[src/design/sngs_pkg.sv]
// Shared types and constants for the sequencer note gate scheduler.
// No dependencies; imported by sequencer_note_gate_scheduler.
`timescale 1ns / 1ps

package sngs_pkg;

   // Default sizes of the slot table and the gate length limit.
   localparam int TRACKS_DEF     = 16;
   localparam int VOICES_DEF     = 4;
   localparam int MAX_LENGTH_DEF = 64;

   // Largest note number and velocity.
   localparam logic [6:0] NOTE_MAX = 7'd127;

   // Event kinds on the result channel.
   localparam logic EV_NOTE_OFF = 1'b0;
   localparam logic EV_NOTE_ON  = 1'b1;

   // One input transaction as held in the work stage.
   typedef struct packed {
      logic [3:0]        track;
      logic [1:0]        voice_slot;
      logic [31:0]       cur_step;
      logic              muted;
      logic              trigger_enabled;
      logic              voice_on;
      logic [6:0]        note;
      logic [6:0]        velocity;
      logic [7:0]        length;
      logic signed [7:0] transpose_offset;
      logic signed [7:0] velocity_offset;
      logic signed [7:0] length_offset;
   } req_type;

   // One entry of the sounding note table.
   typedef struct packed {
      logic [6:0]  note;
      logic [31:0] release_step;
   } slot_type;

endpackage

[src/design/sequencer_note_gate_scheduler.sv]
// A transaction is held in the work stage; its events are offered from the result register.
// Throughput: one transaction per cycle while each yields at most one event and the result
// channel does not stall; a transaction that cuts a note and starts a new one holds the
// work stage until its note-off and then its note-on have entered the result register.
// Reset clears the valid flags and the per-slot gate flags; the note table needs no
// clearing pass, since an entry is used only while its gate is set. Needs sngs_pkg.
`timescale 1ns / 1ps

module sequencer_note_gate_scheduler
   import sngs_pkg::*;
#(
   parameter int TRACKS     = TRACKS_DEF,
   parameter int VOICES     = VOICES_DEF,
   parameter int MAX_LENGTH = MAX_LENGTH_DEF
) (
   input  logic              clock,
   input  logic              reset,

   input  logic              req_valid,
   output logic              req_ready,
   input  logic [3:0]        req_track,
   input  logic [1:0]        req_voice_slot,
   input  logic [31:0]       req_cur_step,
   input  logic              req_muted,
   input  logic              req_trigger_enabled,
   input  logic              req_voice_on,
   input  logic [6:0]        req_note,
   input  logic [6:0]        req_velocity,
   input  logic [7:0]        req_length,
   input  logic signed [7:0] req_transpose_offset,
   input  logic signed [7:0] req_velocity_offset,
   input  logic signed [7:0] req_length_offset,

   output logic              rsp_valid,
   input  logic              rsp_ready,
   output logic              rsp_is_note_on,
   output logic [3:0]        rsp_out_track,
   output logic [6:0]        rsp_out_note,
   output logic [6:0]        rsp_out_velocity,
   output logic              rsp_last
);

   localparam int SLOTS = TRACKS * VOICES;
   localparam int IDX_W = (SLOTS > 1) ? $clog2(SLOTS) : 1;

   // Work stage and result register.
   req_type    s1_ff;
   logic       s1_vld_ff;
   logic       phase_ff;
   logic       phase_in;
   slot_type   rd_ff;
   logic       gate_active_ff [SLOTS];
   slot_type   table_mem [SLOTS];

   logic       rsp_valid_ff;
   logic       rsp_is_note_on_ff;
   logic [3:0] rsp_out_track_ff;
   logic [6:0] rsp_out_note_ff;
   logic [6:0] rsp_out_velocity_ff;
   logic       rsp_last_ff;

   logic              req_accept;
   logic [6:0]        req_idx_full;
   logic [IDX_W-1:0]  req_idx;
   logic [6:0]        s1_idx_full;
   logic [IDX_W-1:0]  s1_idx;
   logic              in_range;
   logic              active;
   logic              expired;
   logic signed [8:0] vel_sum;
   logic signed [8:0] nt_sum;
   logic [7:0]        len_base;
   logic signed [9:0] len_sum;
   logic [6:0]        vel_clamp;
   logic [6:0]        nt_clamp;
   logic [7:0]        len_clamp;
   logic              on_ev;
   logic              off_ev;
   logic              out_free;
   logic              push;
   logic              done;
   logic              commit;
   logic              ev_last;
   logic              ev_is_on;
   slot_type          wr_data;

   // Slot index of the incoming and the held transaction.
   assign req_idx_full = 7'(req_track) * 7'(VOICES) + 7'(req_voice_slot);
   assign req_idx      = req_idx_full[IDX_W-1:0];
   assign s1_idx_full  = 7'(s1_ff.track) * 7'(VOICES) + 7'(s1_ff.voice_slot);
   assign s1_idx       = s1_idx_full[IDX_W-1:0];

   // Offsets and clamps for a triggered voice.
   always_comb begin
      vel_sum  = $signed({2'b00, s1_ff.velocity}) +
                 $signed({s1_ff.velocity_offset[7], s1_ff.velocity_offset});
      nt_sum   = $signed({2'b00, s1_ff.note}) +
                 $signed({s1_ff.transpose_offset[7], s1_ff.transpose_offset});
      len_base = (s1_ff.length == 8'd0) ? 8'd1 : s1_ff.length;
      len_sum  = $signed({2'b00, len_base}) +
                 $signed({{2{s1_ff.length_offset[7]}}, s1_ff.length_offset});

      if (vel_sum > $signed({2'b00, NOTE_MAX})) begin
         vel_clamp = NOTE_MAX;
      end else begin
         vel_clamp = vel_sum[6:0];
      end

      if (nt_sum < 9'sd0) begin
         nt_clamp = 7'd0;
      end else if (nt_sum > $signed({2'b00, NOTE_MAX})) begin
         nt_clamp = NOTE_MAX;
      end else begin
         nt_clamp = nt_sum[6:0];
      end

      if (len_sum < 10'sd1) begin
         len_clamp = 8'd1;
      end else if (len_sum > $signed(10'(MAX_LENGTH))) begin
         len_clamp = 8'(MAX_LENGTH);
      end else begin
         len_clamp = len_sum[7:0];
      end
   end

   // Event decision: at most one note-off followed by at most one note-on.
   always_comb begin
      in_range = ({1'b0, s1_ff.track} < 5'(TRACKS)) &&
                 ({2'b00, s1_ff.voice_slot} < 4'(VOICES));
      active   = gate_active_ff[s1_idx];
      expired  = s1_ff.cur_step >= rd_ff.release_step;
      on_ev    = in_range && !s1_ff.muted && s1_ff.trigger_enabled &&
                 s1_ff.voice_on && (vel_sum > 9'sd0);
      off_ev   = in_range && active && (expired || s1_ff.muted || on_ev);
      wr_data.note         = nt_clamp;
      wr_data.release_step = s1_ff.cur_step + 32'(len_clamp);
   end

   // Sequencing of the events of the held transaction into the result register.
   always_comb begin
      out_free = !rsp_valid_ff || rsp_ready;
      ev_is_on = phase_ff || !off_ev;
      ev_last  = phase_ff || !(off_ev && on_ev);
      push     = 1'b0;
      done     = 1'b0;
      if (s1_vld_ff) begin
         if (!off_ev && !on_ev) begin
            done = 1'b1;
         end else if (out_free) begin
            push = 1'b1;
            done = ev_last;
         end
      end
      phase_in   = push && !done;
      commit     = s1_vld_ff && done;
      req_ready  = !s1_vld_ff || done;
      req_accept = req_valid && req_ready;
   end

   // Work stage registers and result register.
   always_ff @(posedge clock) begin
      if (reset) begin
         s1_vld_ff    <= 1'b0;
         phase_ff     <= 1'b0;
         rsp_valid_ff <= 1'b0;
      end else begin
         if (req_accept) begin
            s1_vld_ff <= 1'b1;
         end else if (done) begin
            s1_vld_ff <= 1'b0;
         end
         if (push || done) begin
            phase_ff <= phase_in;
         end
         if (push) begin
            rsp_valid_ff <= 1'b1;
         end else if (rsp_ready) begin
            rsp_valid_ff <= 1'b0;
         end
      end

      if (req_accept) begin
         s1_ff.track            <= req_track;
         s1_ff.voice_slot       <= req_voice_slot;
         s1_ff.cur_step         <= req_cur_step;
         s1_ff.muted            <= req_muted;
         s1_ff.trigger_enabled  <= req_trigger_enabled;
         s1_ff.voice_on         <= req_voice_on;
         s1_ff.note             <= req_note;
         s1_ff.velocity         <= req_velocity;
         s1_ff.length           <= req_length;
         s1_ff.transpose_offset <= req_transpose_offset;
         s1_ff.velocity_offset  <= req_velocity_offset;
         s1_ff.length_offset    <= req_length_offset;
      end

      if (push) begin
         rsp_is_note_on_ff   <= ev_is_on ? EV_NOTE_ON : EV_NOTE_OFF;
         rsp_out_track_ff    <= s1_ff.track;
         rsp_out_note_ff     <= ev_is_on ? nt_clamp : rd_ff.note;
         rsp_out_velocity_ff <= ev_is_on ? vel_clamp : 7'd0;
         rsp_last_ff         <= ev_last;
      end
   end

   // Per-slot gate flags; these also mark which table entries hold live data.
   always_ff @(posedge clock) begin
      if (reset) begin
         for (int i = 0; i < SLOTS; i++) begin
            gate_active_ff[i] <= 1'b0;
         end
      end else if (commit) begin
         if (on_ev) begin
            gate_active_ff[s1_idx] <= 1'b1;
         end else if (off_ev) begin
            gate_active_ff[s1_idx] <= 1'b0;
         end
      end
   end

   // Note table: written when a note starts, read as a transaction is accepted.
   // A write in the same cycle to the same slot is passed straight to the read register.
   always_ff @(posedge clock) begin
      if (commit && on_ev) begin
         table_mem[s1_idx] <= wr_data;
      end
      if (req_accept) begin
         if (commit && on_ev && (s1_idx == req_idx)) begin
            rd_ff <= wr_data;
         end else begin
            rd_ff <= table_mem[req_idx];
         end
      end
   end

   assign rsp_valid        = rsp_valid_ff;
   assign rsp_is_note_on   = rsp_is_note_on_ff;
   assign rsp_out_track    = rsp_out_track_ff;
   assign rsp_out_note     = rsp_out_note_ff;
   assign rsp_out_velocity = rsp_out_velocity_ff;
   assign rsp_last         = rsp_last_ff;

`ifndef SYNTH
   // A note-off always carries zero velocity.
   a_off_zero_vel: assert property (@(posedge clock) disable iff (reset)
      (rsp_valid && (rsp_is_note_on == EV_NOTE_OFF)) |-> (rsp_out_velocity == 7'd0))
      else $error("note-off with nonzero velocity");

   // A note-on never carries zero velocity.
   a_on_nonzero_vel: assert property (@(posedge clock) disable iff (reset)
      (rsp_valid && (rsp_is_note_on == EV_NOTE_ON)) |-> (rsp_out_velocity != 7'd0))
      else $error("note-on with zero velocity");

   // The first of two events from one transaction is always the cutting note-off.
   a_first_is_off: assert property (@(posedge clock) disable iff (reset)
      (rsp_valid && !rsp_last) |-> (rsp_is_note_on == EV_NOTE_OFF))
      else $error("non-final event is not a note-off");

   // The second phase only exists while a transaction is held.
   a_phase_held: assert property (@(posedge clock) disable iff (reset)
      phase_ff |-> s1_vld_ff)
      else $error("second event pending without a held transaction");

   // A started note leaves its gate flag set.
   a_gate_set: assert property (@(posedge clock) disable iff (reset)
      (commit && on_ev) |=> gate_active_ff[$past(s1_idx)])
      else $error("gate flag not set after note-on");
`endif

endmodule

[config.mk]
export PLATFORM = sky130hd
export DESIGN_NAME = sequencer_note_gate_scheduler
export DESIGN_NICKNAME = d
export VERILOG_FILES = /design/src/design/sngs_pkg.sv /design/src/design/sequencer_note_gate_scheduler.sv
export SDC_FILE = /design/constraint.sdc
export NUM_CORES = 2
export LEC_CHECK = 0
export BUFFER_PORTS_ARGS = -buffer_cell sky130_fd_sc_hd__buf_2
export CAP_MARGIN = 20
export CORE_ASPECT_RATIO = 1.25
export CORE_MARGIN = 8
export CORE_UTILIZATION = 60
export CTS_CLUSTER_SIZE = 30
export DETAILED_ROUTE_END_ITERATION = 16
export PLACE_DENSITY = 0.76
export RECOVER_POWER = 50
export SYNTH_ARGS = -nofsm -noshare
export SYNTH_HDL_FRONTEND = slang
export SYNTH_SLANG_ARGS = --single-unit
[constraint.sdc]
create_clock -name clock -period 22.9 [get_ports clock]
set_input_delay 2.29 -clock clock [delete_from_list [all_inputs] [get_ports clock]]
set_output_delay 2.29 -clock clock [all_outputs]
set_load 0.05 [all_outputs]
# Word level (Yosys, flattened, before mapping)

Memories as Yosys holds them, arrays and structs flattened. A register that Yosys moved wholly into a read port is not among the register bits.
Cells that the tools add are included.
Widths: inputs -> output; s select.

Register bits after elaboration: 110
Memory bits (writable): 2,560
Bits of input ports: 91
Output and inout port bits: 22
Word-level logic and storage cells: 99
Memories kept: 2

Add/sub/neg operators: 6
Order comparisons: 7
Muxes and demuxes: 35
Bitwise logic cells: 1
Reductions and logical operators: 28

Memories:

| memory         | depth | bits a word | rd ports | clocked after memory_dff | wr ports | RTL line                            | RTL |
|---|---|---|---|---|---|---|---|
| table_mem      | 64    | 39          | 1        | 1                        | 1        | sequencer_note_gate_scheduler.sv:53 | `slot_type table_mem [SLOTS];` |
| gate_active_ff | 64    | 1           | 1        | 0                        | 64       | sequencer_note_gate_scheduler.sv:52 | `logic gate_active_ff [SLOTS];` |

Operators by type and width:

| cell                | count |
|---|---|
| $add 32x8->32       | 1 |
| $ge 32x32->1        | 1 |
| $mux 7              | 4 |
| $mux 1              | 27 |
| $mux 8              | 3 |
| $add 8x8->9         | 2 |
| $gt 9x8->1 const B  | 2 |
| $add 6x2->6         | 2 |
| $add 9x8->10        | 1 |
| $gt 10x8->1 const B | 1 |
| $logic_and 1x1->1   | 10 |
| $lt 10x2->1 const B | 1 |
| $gt 9x1->1 const B  | 1 |
| $lt 9x1->1 const B  | 1 |
| $logic_not 8->1     | 1 |
| $logic_not 1->1     | 7 |
| $logic_or 1x1->1    | 7 |
| $mux 6              | 1 |
| $reduce_bool 2->1   | 2 |
| $or 1x1->1          | 1 |
| $reduce_or 1->1     | 1 |

# Logic depth before layout (Yosys ltp)

Depth in word-level cells: 19
Mapped depth: 22
Gate-level depth less buffers: 22

# Worst setup path after synthesis

OpenSTA, ideal clock, no wires.

Path kind: reg2reg
Start: register s1_ff[8] (netlist bit)
End: register rd_ff[0] (netlist name)
Data arrival time: 9,299 ps
Setup slack: 12,914 ps
Cell stages (with the launch flop): 12
Period minus slack after synthesis: 9,986 ps
Path through: edfxtp_1 ha_1 fa_1 and3_1 o21a_1 o31a_1 o2111ai_1 a21o_1 o21ai_1 buf_2 buf_2 a31oi_1

Longest elaborated chain between the ends: 13
Elaborated cells between the ends (all ways): 16
Those cells by class: 1 x add/sub; 1 x order compare; 3 x mux; 11 x reduce/logical

RTL lines:

| what                | RTL line                             | RTL |
|---|---|---|
| from (decl)         | sequencer_note_gate_scheduler.sv:47  | `req_type s1_ff;` |
| $add 8x8->9 *       | sequencer_note_gate_scheduler.sv:95  | `vel_sum = $signed({2'b00, s1_ff.velocity}) +` |
| $gt 9x1->1 *        | sequencer_note_gate_scheduler.sv:133 | `s1_ff.voice_on && (vel_sum > 9'sd0);` |
| $logic_and 1x1->1 * | sequencer_note_gate_scheduler.sv:133 |  |
| $logic_or 1x1->1    | sequencer_note_gate_scheduler.sv:134 | `off_ev = in_range && active && (expired \|\| s1_ff.muted \|\| on_ev);` |
| $logic_and 1x1->1   | sequencer_note_gate_scheduler.sv:134 |  |
| $logic_and 1x1->1   | sequencer_note_gate_scheduler.sv:143 | `ev_last = phase_ff \|\| !(off_ev && on_ev);` |
| $logic_not 1->1     | sequencer_note_gate_scheduler.sv:143 |  |
| $logic_or 1x1->1    | sequencer_note_gate_scheduler.sv:143 |  |
| $mux 1              | sequencer_note_gate_scheduler.sv:149 | `end else if (out_free) begin` |
| $mux 1 *            | sequencer_note_gate_scheduler.sv:147 | `if (!off_ev && !on_ev) begin` |
| $mux 1 *            | sequencer_note_gate_scheduler.sv:146 | `if (s1_vld_ff) begin` |
| $logic_or 1x1->1 *  | sequencer_note_gate_scheduler.sv:156 | `req_ready = !s1_vld_ff \|\| done;` |
| $logic_and 1x1->1 * | sequencer_note_gate_scheduler.sv:157 | `req_accept = req_valid && req_ready;` |
| via req_accept      | sequencer_note_gate_scheduler.sv:62  | `logic req_accept;` |

Mark *: on every way through the listed nets, which the timed path passes. The rest lies on a longest branch.
A chain may end at the register's enable or synchronous reset.

# Final worst setup path

Start: register s1_ff[83] (netlist bit)
End: register rd_ff[10] (netlist name)

Longest elaborated chain between the ends: 11
Elaborated cells between the ends (all ways): 13
Those cells by class: 1 x add/sub; 3 x mux; 8 x reduce/logical; 1 x memory

RTL lines:

| what                | RTL line                             | RTL |
|---|---|---|
| $add 6x2->6 *       | sequencer_note_gate_scheduler.sv:90  | `assign s1_idx_full = 7'(s1_ff.track) * 7'(VOICES) + 7'(s1_ff.voice_slot);` |
| $mem_v2 64x1 *      | --                                   |  |
| $logic_and 1x1->1 * | sequencer_note_gate_scheduler.sv:134 |  |
| $logic_and 1x1->1   | sequencer_note_gate_scheduler.sv:143 |  |
| $logic_not 1->1     | sequencer_note_gate_scheduler.sv:143 |  |
| $logic_or 1x1->1    | sequencer_note_gate_scheduler.sv:143 |  |
| $mux 1              | sequencer_note_gate_scheduler.sv:149 |  |
| $mux 1 *            | sequencer_note_gate_scheduler.sv:147 |  |
| $mux 1 *            | sequencer_note_gate_scheduler.sv:146 |  |
| $logic_or 1x1->1 *  | sequencer_note_gate_scheduler.sv:156 |  |
| $logic_and 1x1->1 * | sequencer_note_gate_scheduler.sv:157 |  |
| via req_accept      | sequencer_note_gate_scheduler.sv:62  |  |

Marks and branches as above.

==> metrics.md <==
| Metric | Value |
|---|---|
| Psw | `0.00230 W` |
| Port-buffer cells | `112` |
| Final setup violation count | `0` |
| Arr. time, crit path | `12.22 ns` |
| RSZ-0062 raised after global routing | `false` |
| Max-slew violations | `3250` |
| First-pass GRT wire length | `426000 um` |
| Clock skew | `0.0538 ns` |
| Setup crit start kind | `flip-flop` |
| Nets@finish | `5037` |
| WL/cell | `41.4 um` |
| Cell mode on critical path | `clkbuf_1` |
| Failing checks | `max-capacitance violations, max-slew violations` |
| Most common cell after layout, fill and taps aside | `edfxtp_1` |
| Warning count from the yosys run | `0` |
| Leading cell types in the layout, fill and taps excluded | `edfxtp_1, mux4_2, clkbuf_16` |
| Setup TNS | `0 ns` |
| Die ar. | `192000 um^2` |
| WL final | `308000 um` |
| Fin crit share | `0.518` |
| WP buf/inv | `3` |
| Outcome | `complete, but fails checks` |
| Die height | `488 um` |
| Gate power share | `0.066` |
| Req. time, crit path | `23.25 ns` |
| Clock Sinks | `2709` |
| PwrDens | `87.3 nW/um^2` |
| Maxcap violations | `86` |
| Drt first pass iters | `6` |
| Fillers | `10485` |
| Critical Path Fanout Max | `68` |
| Setup bufs post-CTS | `0` |
| Vias in the first global route | `55411` |
| Die Wd | `394 um` |
| Clock root buffer | `clkbuf_16` |
| CP Cell Sequence | `clkbuf_1, nand3_1, o22a_1, a31oi_1, nor4_1, nand2_1, o21ai_4, clkbuf_1, a31oi_1, clkbuf_1` |
| Post-cts resize count | `0` |
| Depth of the CTS H-tree | `4` |
| Post-route DRC | `0` |
| Crit path max-delay family | `buffers and inverters` |
| Yosys cell types | `75` |
| Clock power frac | `0.390` |
| Gr ovfl total | `0` |
| Multi-input gate area | `24600 um^2` |
| # IOs | `113` |
| Register area | `81300 um^2` |
| Sw frac | `0.222` |
| Row count | `173` |
| CTS tree | `yes` |
| Clock Latency Late Sink | `0.92 ns` |
| Core area | `177000 um^2` |
| CP max stage delay | `3.52 ns` |
| Clock transition at path regs | `0.07 ns` |
| Tmin final | `11.87 ns` |
| Hold Fails Final Rpt | `0` |
| Seq pwr share | `0.544` |
| Slew HR | `-3.26` |
| Initial DRC Count | `9104` |
| Vias per cell | `7.48` |
| CP max stage cell | `clkbuf_1` |
| Synth Flop Type | `edfxtp_1` |
| Worst IR Drop VDD | `0.0688 mV` |
| Post-Syn Nets | `4783` |
| Initial Util | `0.603` |
| FFs w/ async S/R, synth | `0` |
| Type of the worst min-delay path | `flip-flop to flip-flop` |
| P_int | `0.00804 W` |
| Layout cells sized above 1 | `0.281` |
| Final Instance Area | `118000 um^2` |
| Synth Instances | `4625` |
| Post-route ant nets | `0` |
| Worst slew pin tran | `6.39 ns` |
| Register area share after synthesis | `0.760` |
| Area Overhead vs Synth | `10.8%` |
| Kind of critical path | `flip-flop to flip-flop` |
| #FFs+latches synth | `2709` |
| Crit. End Element | `flip-flop` |
| Largest net degree at the start of global routing | `143` |
| Clock buffer depth | `3` |
| Netlist Area Pre-Place | `107000 um^2` |
| CTS hold repair buffers | `0` |
| Leakage | `37.1 nW` |
| Detail Placement HPWL | `141000 um` |
| GRT Overall Usage | `0.316` |
| Fmax | `0.0843 GHz` |
| Placer Congestion | `0.823` |
| DR vias | `55715` |
| Syn_area_per_cell | `23.1 um^2` |
| Post-synth EDFFs | `2706` |
| Initial antenna violation count | `13` |
| Cell Area, Placed | `111000 um^2` |
| TritonCTS buffer count | `237` |
power by group through the flow:
stage | Sequential [W] | Clock, W | Combinational [W]
3_3_place_gp | 0.00572 | 0 | 0.000630
2_1_floorplan | 0.00573 | 0 | 0.000426
6_report | 0.00563 | 0.00403 | 0.000678
4_1_cts | 0.00562 | 0.00405 | 0.000664
3_5_place_dp | 0.00572 | 0 | 0.000651
5_1_grt | 0.00563 | 0.00421 | 0.000709
flip-flops by register name, summed over array words and instances, names as in the netlist, 4 cells and up:
register,cells
gate_active_ff,64
rd_ff,39
rsp_out_note,7
rsp_out_track,4
rsp_out_velocity,7
s1_ff,87
table_mem,2496
cells by family after synthesis:
| group | after synthesis | synth area share |
|---|---|---|
| mux | 897 | 0.180 |
| fa+ha+maj | 67 | 0.00812 |
| flops | 2709 | 0.760 |
| compound gates | 223 | 0.0164 |
| buf+inv | 344 | 0.0139 |
| simple gates | 340 | 0.0175 |
| other cells | 1 | 0.0000351 |
| xor+xnor | 44 | 0.00360 |
metal layers:
metal / part of all wire / track usage
met5: 0.00013 / 0
met2: 0.48 / 0.507
met3: 0.14 / 0.0792
met4: 0.065 / 0.156
met1: 0.32 / 0.410
layout make-up:
| class | count | share of cell area |
|---|---|---|
| clock inverters | 165 | 0.0139 |
| diodes | 5 | 0.000106 |
| well taps | 2362 | 0.0249 |
| inverters | 62 | 0.00196 |
| repair buffers | 297 | 0.0135 |
| clock buffers | 276 | 0.0515 |
| flip-flops and latches | 2709 | 0.686 |
| multi-input cells | 1572 | 0.208 |
worst paths after layout:
path / startpoint / end / slack [ns] / cells after the start
worst max-delay path: s1_ff[83] / rd_ff[10] / 11.03 / 10
worst min-delay path: phase_ff / phase_ff / 0.59 / 3
worst max register to register: s1_ff[83] / rd_ff[10] / 11.03 / 10
worst min register to register: phase_ff / phase_ff / 0.59 / 3
synth_stat cells (11+ instances only):
cell type | instances | area, um^2
clkbuf_1 | 161 | 604
nor4_1 | 68 | 425
mux4_2 | 816 | 18400
nor2b_1 | 14 | 87.6
a21o_1 | 14 | 105
nand4_1 | 11 | 68.8
mux2i_1 | 23 | 230
inv_1 | 62 | 233
buf_1 | 28 | 105
nand3_1 | 18 | 90.1
edfxtp_1 | 2706 | 81300
o21a_1 | 20 | 150
xor2_1 | 21 | 184
a21oi_1 | 37 | 185
nor2_1 | 39 | 146
buf_2 | 77 | 385
a41o_1 | 65 | 651
nand2_1 | 37 | 139
mux2_2 | 58 | 653
nor3_1 | 89 | 445
xnor2_1 | 23 | 201
ha_1 | 63 | 788
o21ai_0 | 29 | 145
tightest hold or removal path: cells and delay by family, from the launching register on:
kind,cells,cell delay (ns)
AOI/OAI and AO/OA,2,0.17
buffers and inverters,1,0.07
DFF,1,0.30
metrics by stage:
step           total power, W  hold slack (ns)   util  setup slack (ns)  instances
2_1_floorplan         0.00615            0.473      -             12.91       4625
3_3_place_gp          0.00635            0.592  0.628             15.37       6998
3_5_place_dp          0.00637            0.586  0.628             15.34       6999
4_1_cts                0.0103            0.610  0.672             15.86       7440
5_1_grt                0.0105            0.618  0.668             10.69       7444
6_report               0.0103            0.589  0.668             11.03       7448
Note: power is estimated with default switching activity, not from simulation.
